## config.mk

```make
export PLATFORM = sky130hd
export DESIGN_NAME = retransmit_tracking_table_unit
export DESIGN_NICKNAME = d
export VERILOG_FILES = /design/src/hw/rtl/rtt_pkg.sv /design/src/hw/rtl/rtt_cell.sv /design/src/hw/rtl/rtt_head.sv /design/src/hw/rtl/retransmit_tracking_table_unit.sv
export VERILOG_INCLUDE_DIRS = /design/src /design/src/hw/rtl
export SDC_FILE = /design/constraint.sdc
export NUM_CORES = 1
export LEC_CHECK = 0
export ABC_CLOCK_PERIOD_IN_PS = 41800
export BUFFER_PORTS_ARGS = -buffer_cell sky130_fd_sc_hd__buf_4
export CAP_MARGIN = 10
export CORE_MARGIN = 8
export CORE_UTILIZATION = 25
export CTS_CLUSTER_SIZE = 25
export DETAILED_ROUTE_END_ITERATION = 6
export PLACE_DENSITY = 0.43
export SLEW_MARGIN = 20
export SYNTH_ARGS = -nofsm -noshare
export SYNTH_HDL_FRONTEND = slang
export SYNTH_HIERARCHICAL = 1
export SYNTH_SLANG_ARGS = --single-unit
```

## constraint.sdc

```tcl
create_clock -name clock -period 41.8 [get_ports clock]
set_input_delay 8.36 -clock clock [delete_from_list [all_inputs] [get_ports clock]]
set_output_delay 8.36 -clock clock [all_outputs]
set_load 0.01 [all_outputs]
```

## src/hw/rtl/assert_macros.svh

```systemverilog
// ----------------------------------------------------------------------------
// assertion macros
// shared concurrent assertion wrappers, sampled on clock, quiet in reset
// ----------------------------------------------------------------------------
`ifndef ASSERT_MACROS_SVH
`define ASSERT_MACROS_SVH

`ifndef SYNTHESIS

// same-cycle implication
`define ASSERT_IMPLIES(lbl, ante, cons) \
   lbl: assert property (@(posedge clock) disable iff (reset) (ante) |-> (cons)) \
      else $error("assertion failed");

// next-cycle implication
`define ASSERT_NEXT(lbl, ante, cons) \
   lbl: assert property (@(posedge clock) disable iff (reset) (ante) |=> (cons)) \
      else $error("assertion failed");

`else

`define ASSERT_IMPLIES(lbl, ante, cons)
`define ASSERT_NEXT(lbl, ante, cons)

`endif

`endif

```

## src/hw/rtl/rtt_pkg.sv

```systemverilog
// ----------------------------------------------------------------------------
// rtt_pkg
// types, codes and sizes shared by the retransmit tracking table
// ----------------------------------------------------------------------------
`timescale 1ns / 1ps

package rtt_pkg;

   localparam int ENTRIES     = 16;
   localparam int MAX_RESULTS = 16;
   localparam int SLOT_W      = 4;
   localparam int ENTRY_W     = 4;
   localparam int ATT_W       = 8;
   localparam int CD_W        = 16;
   localparam int IDX_W       = (ENTRIES > 1) ? $clog2(ENTRIES) : 1;
   localparam int CNT_W       = $clog2(MAX_RESULTS + 1);

   // register indexes on the csr port
   localparam int REG_ATTEMPT_LIMIT  = 0;
   localparam int REG_RETRY_INTERVAL = 1;

   localparam logic [ATT_W-1:0] ATTEMPT_LIMIT_RST  = ATT_W'(3);
   localparam logic [CD_W-1:0]  RETRY_INTERVAL_RST = CD_W'(10);

   typedef enum logic [1:0] {
      OP_SEND  = 2'd0,
      OP_ACK   = 2'd1,
      OP_TICK  = 2'd2,
      OP_RETRY = 2'd3
   } op_type;

   typedef enum logic [2:0] {
      EV_SENT       = 3'd0,
      EV_DELIVERED  = 3'd1,
      EV_FAILED     = 3'd2,
      EV_RETRANSMIT = 3'd3,
      EV_RESEND     = 3'd4,
      EV_FULL       = 3'd5
   } ev_type;

   typedef enum logic [1:0] {
      ST_IDLE  = 2'd0,
      ST_WALK  = 2'd1,
      ST_FLUSH = 2'd2
   } state_type;

   typedef struct packed {
      logic              occupied;
      logic              failed;
      logic [ATT_W-1:0]  attempts;
      logic [CD_W-1:0]   countdown;
   } entry_type;

   typedef struct packed {
      op_type            op;
      logic              slot_hit;
      logic              found;
      logic [ATT_W-1:0]  limit;
      logic [CD_W-1:0]   interval;
   } head_ctl_type;

   typedef struct packed {
      logic   valid;
      ev_type code;
   } head_evt_type;

endpackage

```

## src/hw/rtl/rtt_cell.sv

```systemverilog
// ----------------------------------------------------------------------------
// rtt_cell
// one table entry of the rotating ring, takes its neighbor's entry on shift
// ----------------------------------------------------------------------------
`timescale 1ns / 1ps

module rtt_cell
   import rtt_pkg::*;
(
   input  logic      clock,
   input  logic      reset,
   input  logic      shift_en,
   input  entry_type din,
   output entry_type dout
);

   logic             occupied_ff;
   logic             failed_ff;
   logic [ATT_W-1:0] attempts_ff;
   logic [CD_W-1:0]  countdown_ff;

   always_ff @(posedge clock) begin
      if (reset) begin
         occupied_ff <= 1'b0;
         failed_ff   <= 1'b0;
      end else if (shift_en) begin
         occupied_ff <= din.occupied;
         failed_ff   <= din.failed;
      end
   end

   always_ff @(posedge clock) begin
      if (shift_en) begin
         attempts_ff  <= din.attempts;
         countdown_ff <= din.countdown;
      end
   end

   assign dout = '{occupied: occupied_ff, failed: failed_ff,
                   attempts: attempts_ff, countdown: countdown_ff};

endmodule

```

## src/hw/rtl/rtt_head.sv

```systemverilog
// ----------------------------------------------------------------------------
// rtt_head
// update of the entry at the head of the ring for the request being walked
// ----------------------------------------------------------------------------
`timescale 1ns / 1ps

module rtt_head
   import rtt_pkg::*;
(
   input  head_ctl_type ctl,
   input  entry_type    cur,
   output entry_type    nxt,
   output head_evt_type evt
);

   logic [CD_W-1:0] cd_dec;

   // saturating decrement
   assign cd_dec = (cur.countdown == '0) ? '0 : cur.countdown - CD_W'(1);

   always_comb begin
      nxt       = cur;
      evt.valid = 1'b0;
      evt.code  = EV_SENT;
      case (ctl.op)
         OP_SEND: begin
            if (!ctl.found && !cur.occupied) begin
               nxt.occupied  = 1'b1;
               nxt.failed    = 1'b0;
               nxt.attempts  = ATT_W'(1);
               nxt.countdown = ctl.interval;
               evt.valid     = 1'b1;
               evt.code      = EV_SENT;
            end
         end
         OP_ACK: begin
            if (ctl.slot_hit && cur.occupied) begin
               nxt.occupied = 1'b0;
               nxt.failed   = 1'b0;
               evt.valid    = 1'b1;
               evt.code     = EV_DELIVERED;
            end
         end
         OP_TICK: begin
            if (cur.occupied && !cur.failed) begin
               if (cd_dec != '0) begin
                  nxt.countdown = cd_dec;
               end else if (cur.attempts >= ctl.limit) begin
                  nxt.countdown = cd_dec;
                  nxt.failed    = 1'b1;
                  evt.valid     = 1'b1;
                  evt.code      = EV_FAILED;
               end else begin
                  nxt.attempts  = cur.attempts + ATT_W'(1);
                  nxt.countdown = ctl.interval;
                  evt.valid     = 1'b1;
                  evt.code      = EV_RETRANSMIT;
               end
            end
         end
         OP_RETRY: begin
            if (ctl.slot_hit && cur.occupied) begin
               nxt.occupied  = 1'b1;
               nxt.failed    = 1'b0;
               nxt.attempts  = ATT_W'(1);
               nxt.countdown = ctl.interval;
               evt.valid     = 1'b1;
               evt.code      = EV_RESEND;
            end
         end
         default: ;
      endcase
   end

endmodule

```

## src/hw/rtl/retransmit_tracking_table_unit.sv

```systemverilog
// ----------------------------------------------------------------------------
// retransmit_tracking_table_unit
// table of outstanding messages with ack, retry countdown and failure marking
// ----------------------------------------------------------------------------
//
// channel   direction  handshake                   payload
// req       in         req_tvalid / req_tready     tuser operation, tdata slot
// rsp       out        rsp_tvalid / rsp_tready     tdata entry, tuser event_res; tlast
// csr       in         psel/penable/pwrite/pready  attempt_limit, retry_interval
//
// a request holds the unit through ST_WALK and ST_FLUSH after its acceptance,
// so no new request is taken until it is done, longer with rsp stalls: the
// ring rotates one cell per cycle past the head update unit unless held, then
// ST_FLUSH closes it and marks any last response. req_tready is idle only.
// the ring holds while a new response cannot be buffered.
// reset clears the occupied and failed bits of every cell at once.
// ----------------------------------------------------------------------------
`timescale 1ns / 1ps
`include "assert_macros.svh"

module retransmit_tracking_table_unit
   import rtt_pkg::*;
(
   input  logic        clock,
   input  logic        reset,

   input  logic        req_tvalid,
   output logic        req_tready,
   input  logic [7:0]  req_tdata,   // [3:0] slot, [7:4] zero
   input  logic [1:0]  req_tuser,   // [1:0] operation

   output logic        rsp_tvalid,
   input  logic        rsp_tready,
   output logic [7:0]  rsp_tdata,   // [3:0] entry, [7:4] zero
   output logic [2:0]  rsp_tuser,   // [2:0] event_res
   output logic        rsp_tlast,

   input  logic        csr_psel,
   input  logic        csr_penable,
   input  logic        csr_pwrite,
   input  logic [2:0]  csr_paddr,
   input  logic [31:0] csr_pwdata,
   output logic [31:0] csr_prdata,
   output logic        csr_pready
);

   // configuration
   logic [ATT_W-1:0] limit_ff, limit_in;
   logic [CD_W-1:0]  interval_ff, interval_in;
   logic             csr_wr;

   assign csr_pready = 1'b1;
   assign csr_wr     = csr_psel && csr_penable && csr_pwrite;

   always_comb begin
      limit_in    = limit_ff;
      interval_in = interval_ff;
      csr_prdata  = '0;
      unique case (csr_paddr[2])
         1'(REG_ATTEMPT_LIMIT): begin
            csr_prdata = 32'(limit_ff);
            if (csr_wr) limit_in = csr_pwdata[ATT_W-1:0];
         end
         1'(REG_RETRY_INTERVAL): begin
            csr_prdata = 32'(interval_ff);
            if (csr_wr) interval_in = csr_pwdata[CD_W-1:0];
         end
         default: ;
      endcase
   end

   always_ff @(posedge clock) begin
      if (reset) begin
         limit_ff    <= ATTEMPT_LIMIT_RST;
         interval_ff <= RETRY_INTERVAL_RST;
      end else begin
         limit_ff    <= limit_in;
         interval_ff <= interval_in;
      end
   end

   // control state
   state_type           state_ff, state_in;
   logic [IDX_W-1:0]    idx_ff, idx_in;
   logic [CNT_W-1:0]    cnt_ff, cnt_in;
   logic                found_ff, found_in;
   op_type              op_ff;
   logic [SLOT_W-1:0]   slot_ff;

   logic                pend_valid_ff, pend_valid_in;
   logic [ENTRY_W-1:0]  pend_entry_ff, pend_entry_in;
   ev_type              pend_ev_ff, pend_ev_in;

   logic                rsp_valid_ff, rsp_valid_in;
   logic [ENTRY_W-1:0]  rsp_entry_ff, rsp_entry_in;
   ev_type              rsp_ev_ff, rsp_ev_in;
   logic                rsp_last_ff, rsp_last_in;

   logic                req_acc;
   logic                advance;
   logic                out_free;
   logic                emit;

   // entry ring
   entry_type    ring_q   [ENTRIES];
   entry_type    cell_din [ENTRIES];
   entry_type    head_nxt;
   head_ctl_type head_ctl;
   head_evt_type head_evt;

   for (genvar k = 0; k < ENTRIES; k++) begin : g_cell
      if (k == ENTRIES - 1) begin : g_tail
         assign cell_din[k] = head_nxt;
      end else begin : g_body
         assign cell_din[k] = ring_q[k+1];
      end
      rtt_cell u_cell (
         .clock    (clock),
         .reset    (reset),
         .shift_en (advance),
         .din      (cell_din[k]),
         .dout     (ring_q[k])
      );
   end

   assign head_ctl = '{op: op_ff,
                       slot_hit: (32'(idx_ff) == 32'(slot_ff)),
                       found: found_ff,
                       limit: limit_ff,
                       interval: interval_ff};

   rtt_head u_head (
      .ctl (head_ctl),
      .cur (ring_q[0]),
      .nxt (head_nxt),
      .evt (head_evt)
   );

   assign req_tready = (state_ff == ST_IDLE);
   assign req_acc    = req_tvalid && req_tready;
   assign out_free   = !rsp_valid_ff || rsp_tready;
   assign emit       = head_evt.valid && (cnt_ff < CNT_W'(MAX_RESULTS));

   always_comb begin
      state_in      = state_ff;
      idx_in        = idx_ff;
      cnt_in        = cnt_ff;
      found_in      = found_ff;
      advance       = 1'b0;
      pend_valid_in = pend_valid_ff;
      pend_entry_in = pend_entry_ff;
      pend_ev_in    = pend_ev_ff;
      rsp_valid_in  = rsp_valid_ff && !rsp_tready;
      rsp_entry_in  = rsp_entry_ff;
      rsp_ev_in     = rsp_ev_ff;
      rsp_last_in   = rsp_last_ff;

      unique case (state_ff)
         ST_IDLE: begin
            if (req_acc) begin
               state_in = ST_WALK;
               idx_in   = '0;
               cnt_in   = '0;
               found_in = 1'b0;
            end
         end
         ST_WALK: begin
            // a second event needs the held one moved out first
            if (!(emit && pend_valid_ff && !out_free)) begin
               advance = 1'b1;
               if (op_ff == OP_SEND && head_evt.valid) found_in = 1'b1;
               if (emit) begin
                  if (pend_valid_ff) begin
                     rsp_valid_in = 1'b1;
                     rsp_entry_in = pend_entry_ff;
                     rsp_ev_in    = pend_ev_ff;
                     rsp_last_in  = 1'b0;
                  end
                  pend_valid_in = 1'b1;
                  pend_entry_in = ENTRY_W'(idx_ff);
                  pend_ev_in    = head_evt.code;
                  cnt_in        = cnt_ff + CNT_W'(1);
               end
               if (idx_ff == IDX_W'(ENTRIES - 1)) begin
                  idx_in   = '0;
                  state_in = ST_FLUSH;
               end else begin
                  idx_in = idx_ff + IDX_W'(1);
               end
            end
         end
         ST_FLUSH: begin
            if (pend_valid_ff) begin
               if (out_free) begin
                  rsp_valid_in  = 1'b1;
                  rsp_entry_in  = pend_entry_ff;
                  rsp_ev_in     = pend_ev_ff;
                  rsp_last_in   = 1'b1;
                  pend_valid_in = 1'b0;
                  state_in      = ST_IDLE;
               end
            end else if (op_ff == OP_SEND && !found_ff) begin
               // no free slot anywhere
               if (out_free) begin
                  rsp_valid_in = 1'b1;
                  rsp_entry_in = '0;
                  rsp_ev_in    = EV_FULL;
                  rsp_last_in  = 1'b1;
                  state_in     = ST_IDLE;
               end
            end else begin
               state_in = ST_IDLE;
            end
         end
         default: state_in = ST_IDLE;
      endcase
   end

   always_ff @(posedge clock) begin
      if (reset) begin
         state_ff      <= ST_IDLE;
         idx_ff        <= '0;
         cnt_ff        <= '0;
         found_ff      <= 1'b0;
         pend_valid_ff <= 1'b0;
         rsp_valid_ff  <= 1'b0;
      end else begin
         state_ff      <= state_in;
         idx_ff        <= idx_in;
         cnt_ff        <= cnt_in;
         found_ff      <= found_in;
         pend_valid_ff <= pend_valid_in;
         rsp_valid_ff  <= rsp_valid_in;
      end
   end

   always_ff @(posedge clock) begin
      if (req_acc) begin
         op_ff   <= op_type'(req_tuser[1:0]);
         slot_ff <= req_tdata[SLOT_W-1:0];
      end
      pend_entry_ff <= pend_entry_in;
      pend_ev_ff    <= pend_ev_in;
      rsp_entry_ff  <= rsp_entry_in;
      rsp_ev_ff     <= rsp_ev_in;
      rsp_last_ff   <= rsp_last_in;
   end

   assign rsp_tvalid = rsp_valid_ff;
   assign rsp_tdata  = {4'b0, rsp_entry_ff};
   assign rsp_tuser  = rsp_ev_ff;
   assign rsp_tlast  = rsp_last_ff;

   `ASSERT_IMPLIES(a_idle_no_pend, state_ff == ST_IDLE, !pend_valid_ff)
   `ASSERT_IMPLIES(a_idle_ring_aligned, state_ff == ST_IDLE, idx_ff == '0)
   `ASSERT_NEXT(a_req_starts_walk, req_acc, state_ff == ST_WALK)
   `ASSERT_IMPLIES(a_cnt_bound, 1'b1, cnt_ff <= CNT_W'(MAX_RESULTS))

endmodule

```

# Yosys cells after proc, flatten, opt, wreduce, memory -nomap -nowiden
# Index checks and enable logic that the tools add are counted.
[word_totals]
reg_bits = 475
elab_cells = 214
[classes]
n_eq_ne = 15
n_reduce_logical = 35
n_mux = 77
bitwise = 2
add_sub_neg = 4
magnitude_cmp = 2
[ops]
columns = ["op", "n"]
rows = [
  ["$pmux 24 s3", 1],
  ["$pmux 32 s2", 1],
  ["$mux 4", 15],
  ["$mux 26", 2],
  ["$mux 16", 3],
  ["$mux 25", 1],
  ["$mux 1", 23],
  ["$mux 3", 7],
  ["$logic_not 16->1", 1],
  ["$pmux 4 s2", 2],
  ["$pmux 4 s4", 1],
  ["$reduce_bool 16->1", 1],
  ["$sub 16x1->16 const B", 1],
  ["$mux 5", 3],
  ["$mux 2", 7],
  ["$logic_and 1x1->1", 12],
  ["$ne 2x2->1 const B", 6],
  ["$reduce_and 3->1", 4],
  ["$pmux 5 s2", 1],
  ["$mux 9", 1],
  ["$add 8x1->8 const B", 1],
  ["$ge 8x8->1", 1],
  ["$mux 8", 1],
  ["$pmux 1 s2", 4],
  ["22 further kinds", 35],
]

# Logic depth before layout (Yosys ltp)
[logic_depth]
word_depth = 11
ltp_mapped = 12

# By module
# The synthesis kept the hierarchy.
[by_module_without_submodules]
columns = ["mod", "cells_per_inst", "instances", "area_per_inst_um2", "seq_area_each_um2"]
rows = [
  ["rtt_cell", 32, 16, 803.3, 760.7],
  ["retransmit_tracking_table_unit", 284, 1, 2797.7, 1391.3],
  ["rtt_head", 268, 1, 1656.6, 0.0],
]

# Worst setup path before layout
# No wires, ideal clock.
[synth_path]
path_kind = "input port to flip-flop"
startpoint = "input rsp_tready"
endpoint = "register pend_entry_ff[0] (enable)"
path_slack_ns = 9.798
path_buffers = 0
setup_ns = 0.345
cell_stages = 3
arrival_ns = 31.657
path_cell_list = "nor2b_1 > a31oi_1 > and2_1"
[synth_between]
elab_chain_len = 5
[synth_lines]
columns = ["element", "line", "text"]
rows = [
  ["from (decl)", "retransmit_tracking_table_unit.sv:33", "input logic rsp_tready,"],
  ["$logic_or 1x1->1", "retransmit_tracking_table_unit.sv:141", "assign out_free = !rsp_valid_ff || rsp_tready;"],
  ["$logic_not 1->1", "retransmit_tracking_table_unit.sv:169", "if (!(emit && pend_valid_ff && !out_free)) begin"],
  ["$logic_and 1x1->1", "retransmit_tracking_table_unit.sv:169", ""],
  ["$not 1->1 (no line)", "--", ""],
  ["$reduce_and 3->1 (no line)", "--", ""],
  ["to (signal assigned)", "retransmit_tracking_table_unit.sv:242", "pend_entry_ff <= pend_entry_in;"],
  ["to (decl)", "retransmit_tracking_table_unit.sv:91", "logic [ENTRY_W-1:0] pend_entry_ff, pend_entry_in;"],
]
# No other way between the ends.
# A chain may end at the register's enable or synchronous reset.

# Worst setup path in the final report
[layout_path]
startpoint = "input csr_paddr[2]"
endpoint = "output csr_prdata[0]"
[layout_between]
elab_chain_len = 2
[layout_lines]
columns = ["element", "line", "text"]
rows = [
  ["from (decl)", "retransmit_tracking_table_unit.sv:41", "input logic [2:0] csr_paddr,"],
  ["$not 1->1", "--", ""],
  ["$pmux 32 s2 *", "retransmit_tracking_table_unit.sv:59", "unique case (csr_paddr[2])"],
  ["to (decl)", "retransmit_tracking_table_unit.sv:43", "output logic [31:0] csr_prdata,"],
]
# Mark *: on every way between the ends. The rest lies on a longest branch, timed or not. The select of a mux whose other input is x is not followed.

==> results.json <==
{
  "status": "complete, no violations",
  "cts_inserted_buffers": 49,
  "min-delay-path-class": "reg2reg",
  "io_pins": 99,
  "area_growth_syn_to_layout_pct": 16.34,
  "grt_first_pass_wirelength_um": 51050,
  "initialDrtViolationCount": 658,
  "power_per_cell_area_nw_per_um2": 68.54,
  "max_stage_delay_ns": 0.41,
  "synthesis.area_per_instance_sq_um": 16.27,
  "final_hold_viol_count": 0,
  "worst-endpoint-arrival_ns": 9.19,
  "synth_largest_area_cell": "sky130_fd_sc_hd__edfxtp_1",
  "number_of_synthesized_flops_with_an_enable_pin": 405,
  "layout-drive-gt1-share": 0.1438,
  "totalWireLength_um": 32670,
  "timing.critical_path.max_delay_family": "multiplexers",
  "core_box_area_sq_um": 68590,
  "grt_start_max_net_pins": 218,
  "worst_slew_margin_rel": 0.2933,
  "clock_skew_ns": 0.009881,
  "cts_setup_buffers": 0,
  "setup_viol_count_final": 0,
  "vdd.ir_drop.worst_mv": 0.04297,
  "final.setup.tns_ns": 0,
  "grt_usage": 0.08310,
  "ys_async_sr_fraction": 0,
  "placed_cells_incl_taps": 1996,
  "min_to": "g_cell[7].u_cell/countdown_ff[5]",
  "design.die.area_sq_um": 77900,
  "via_count": 8642,
  "synthFlopType": "sky130_fd_sc_hd__edfxtp_1",
  "tightest_slew_ns": 1.060,
  "ys_types": 74,
  "fillCellCount": 6818,
  "static-leakage-power_nw": 6.574,
  "fmax_ghz": 0.05697,
  "crit_path_frequent_cell": "sky130_fd_sc_hd__buf_4",
  "maxSlewViolCount": 0,
  "cp-end-kind": "output port",
  "grt_antenna_before_repair": 2,
  "die_height_um": 279.1,
  "timing.reg2reg.worst_path_depth": 13,
  "initial_utilization": 0.2523,
  "postSynthCellCount": 1064,
  "period_minus_slack_ns": 17.55,
  "grt_setup_unrepaired": "false",
  "synth_top_cells_by_area": "sky130_fd_sc_hd__edfxtp_1 70%, sky130_fd_sc_hd__dfxtp_1 8.1%, sky130_fd_sc_hd__mux2i_1 2.4%, sky130_fd_sc_hd__buf_4 2.3%, sky130_fd_sc_hd__o21ai_0 1.4%",
  "r2r_start": "g_cell[0].u_cell/countdown_ff[0]",
  "placer_congestion": 0.7893,
  "clock_tree.buffer_depth": 3,
  "insertion_delay_ns": 0.57,
  "viasPerCell": 4.143,
  "cts-htree-levels": 2,
  "yosys_reg_bits": 475,
  "floorplan.rows": 96,
  "timing.critical_path.required_ns": 33.44,
  "post_cts_hold_buffer_count": 0,
  "buffer_ports.inserted": 55,
  "cap_viol_max_count": 0,
  "most_numerous_cell_types_in_the_synthesized_netlist": "405 x sky130_fd_sc_hd__edfxtp_1, 70 x sky130_fd_sc_hd__dfxtp_1, 64 x sky130_fd_sc_hd__nor2_1",
  "synth.cell_area_sq_um": 17310,
  "worst-r2r-setup-slack_ns": 36.61,
  "grt_remaining_overflow": 0,
  "antenna_violating_nets_post_route": 0,
  "die_x_um": 279.1,
  "path_max_fanout": 19,
  "critical_setup_path_class": "in2out",
  "root_buffer": "sky130_fd_sc_hd__clkbuf_16",
  "ys.warnings.count": 6,
  "post-dp-hpwl_um": 20140,
  "critical_path.cell_chain": "buf_4, mux2_2, buf_4",
  "critical_path_launch_point_type": "input pin",
  "drt_drc_violations_left": 0,
  "synth_top_area_share": 0.7027,
  "setup_ws_ns": 24.25,
  "hold_path_depth": 0,
  "min_period_over_period": 0.4199,
  "slowest_library_cell_on_the_worst_path": "sky130_fd_sc_hd__mux2_2",
  "clock-sinks": 475,
  "tritoncts": "done",
  "yosysMostFrequentCell": "sky130_fd_sc_hd__edfxtp_1",
  "yosysSeqAreaShare": 0.7837,
  "dp_slack_ns": 24.24,
  "wl_per_cell_um": 15.66,
  "firstDrtPassIters": 5,
  "first_global_vias": 8631,
  "fin_cells": 2086,
  "worst_setup_hold_path_clk_slew_ns": 0.06,
  "final_layout_net_count": 1185,
  "timing.rr.end": "g_cell[2].u_cell/countdown_ff[14]",
  "number_of_instances_resized_during_post_cts_repair": 0,
  "critical_path_buf_inv_count": 2,
  "min_from": "g_cell[8].u_cell/countdown_ff[5]"
}
-- cells by family (layout without fill, tap and decap cells) --
| kind of cell | count (synthesis) | after routing | share of synthesized area |
|---|---|---|---|
| simple gates | 241 | 241 | 0.07230 |
| mux | 53 | 53 | 0.03181 |
| compound gates | 160 | 160 | 0.05827 |
| xor+xnor | 10 | 10 | 0.005061 |
| fa+ha+maj | 16 | 16 | 0.01157 |
| other cells | 2 | 22 | 0.0004339 |
| flops | 475 | 475 | 0.7837 |
| buf+inv | 107 | 178 | 0.03687 |
-- per-stage QoR --
step           cell area (sq um)  hold WS [ns]  total power, mW    util
2_1_floorplan              17380        0.4003            1.029       -
3_3_place_gp               18510        0.4002           0.9549  0.2699
3_5_place_dp               18510        0.4045           0.9617  0.2699
4_1_cts                    20100        0.4094            1.404  0.2931
5_1_grt                    20130        0.4144            1.450  0.2935
6_report                   20130        0.4095            1.380  0.2936
-- area by class of cell --
class | count | area (sq um) | share of cell area
Antenna cell | 1 | 2.502 | 0.0001243
Clock buffer | 61 | 1324 | 0.06575
Clock inverter | 27 | 265.3 | 0.01317
Inverter | 24 | 90.09 | 0.004474
Multi-Input combinational cell | 501 | 3197 | 0.1588
Sequential cell | 475 | 13560 | 0.6736
Tap cell | 931 | 1165 | 0.05786
Timing Repair Buffer | 66 | 528.0 | 0.02622
-- worst reg2reg max path, cell delays in order, from the launching register on --
cell                       delay (ns)
sky130_fd_sc_hd__edfxtp_1        0.54
sky130_fd_sc_hd__inv_1           0.17
sky130_fd_sc_hd__ha_1            0.27
sky130_fd_sc_hd__nor4b_4         0.38
sky130_fd_sc_hd__nand4_2         0.20
sky130_fd_sc_hd__mux2_4          0.28
sky130_fd_sc_hd__or2_2           0.12
sky130_fd_sc_hd__nand2b_1        0.20
sky130_fd_sc_hd__o21ai_0         0.30
sky130_fd_sc_hd__and2b_2         0.36
sky130_fd_sc_hd__a31oi_4         0.18
sky130_fd_sc_hd__buf_4           0.68
sky130_fd_sc_hd__buf_12          0.43
sky130_fd_sc_hd__buf_16          0.60
-- per-layer routing --
layer  part of all wire  global-route usage  wire length [um]
met1               0.49              0.1169             15940
met2               0.43              0.1218             14070
met3              0.053             0.01978              1716
met4              0.029             0.03409               947
met5                  0                   0                 0
-- registers in the layout, summed over array words and instances, names as in the netlist --
register and flops:
g_cell.u_cell/countdown_ff 256, g_cell.u_cell/attempts_ff 128, g_cell.u_cell/failed_ff 16, g_cell.u_cell/occupied_ff 16, interval_ff 16, limit_ff 8
cnt_ff 5, idx_ff 4, pend_entry_ff 4, rsp_entry_ff 4, slot_ff 4, pend_ev_ff 3
rsp_tuser 3, op_ff 2, state_ff 2, found_ff 1, pend_valid_ff 1, rsp_tlast 1
rsp_tvalid 1
-- worst max-delay path by stage --
| stage | start | end | slack [ns] | cells past startpoint |
|---|---|---|---|---|
| final | csr_paddr[2] | csr_prdata[0] | 24.25 | 3 |
| after global placement | csr_paddr[2] | csr_prdata[0] | 24.25 | 3 |
| after floorplan | rsp_tready | pend_entry_ff[0] | 9.80 | 3 |
| after CTS | csr_paddr[2] | csr_prdata[0] | 24.24 | 3 |
| after global routing | csr_paddr[2] | csr_prdata[0] | 24.22 | 3 |
| after detailed placement | csr_paddr[2] | csr_prdata[0] | 24.24 | 3 |
-- placed cells by master (no fill, tap or decap), drive strengths merged, types with 10 or more instances in the layout --
cell type    n
a31oi       10
o31ai       14
dfxtp       70
nor3        12
o21ai       51
edfxtp     405
clkbuf      61
nand3       10
mux2        10
inv         26
nor4        10
a21oi       44
mux2i       43
conb        21
clkinv      19
and2        19
nor2        65
nand2       62
ha          16
buf         66
-- report_power, final --
group	total (mW)	internal, mW	switching, mW
sequential	0.783	0.724	0.0591
combinational	0.166	0.0474	0.118
clock	0.431	0.255	0.176
Power figures use the tool's default switching activity.
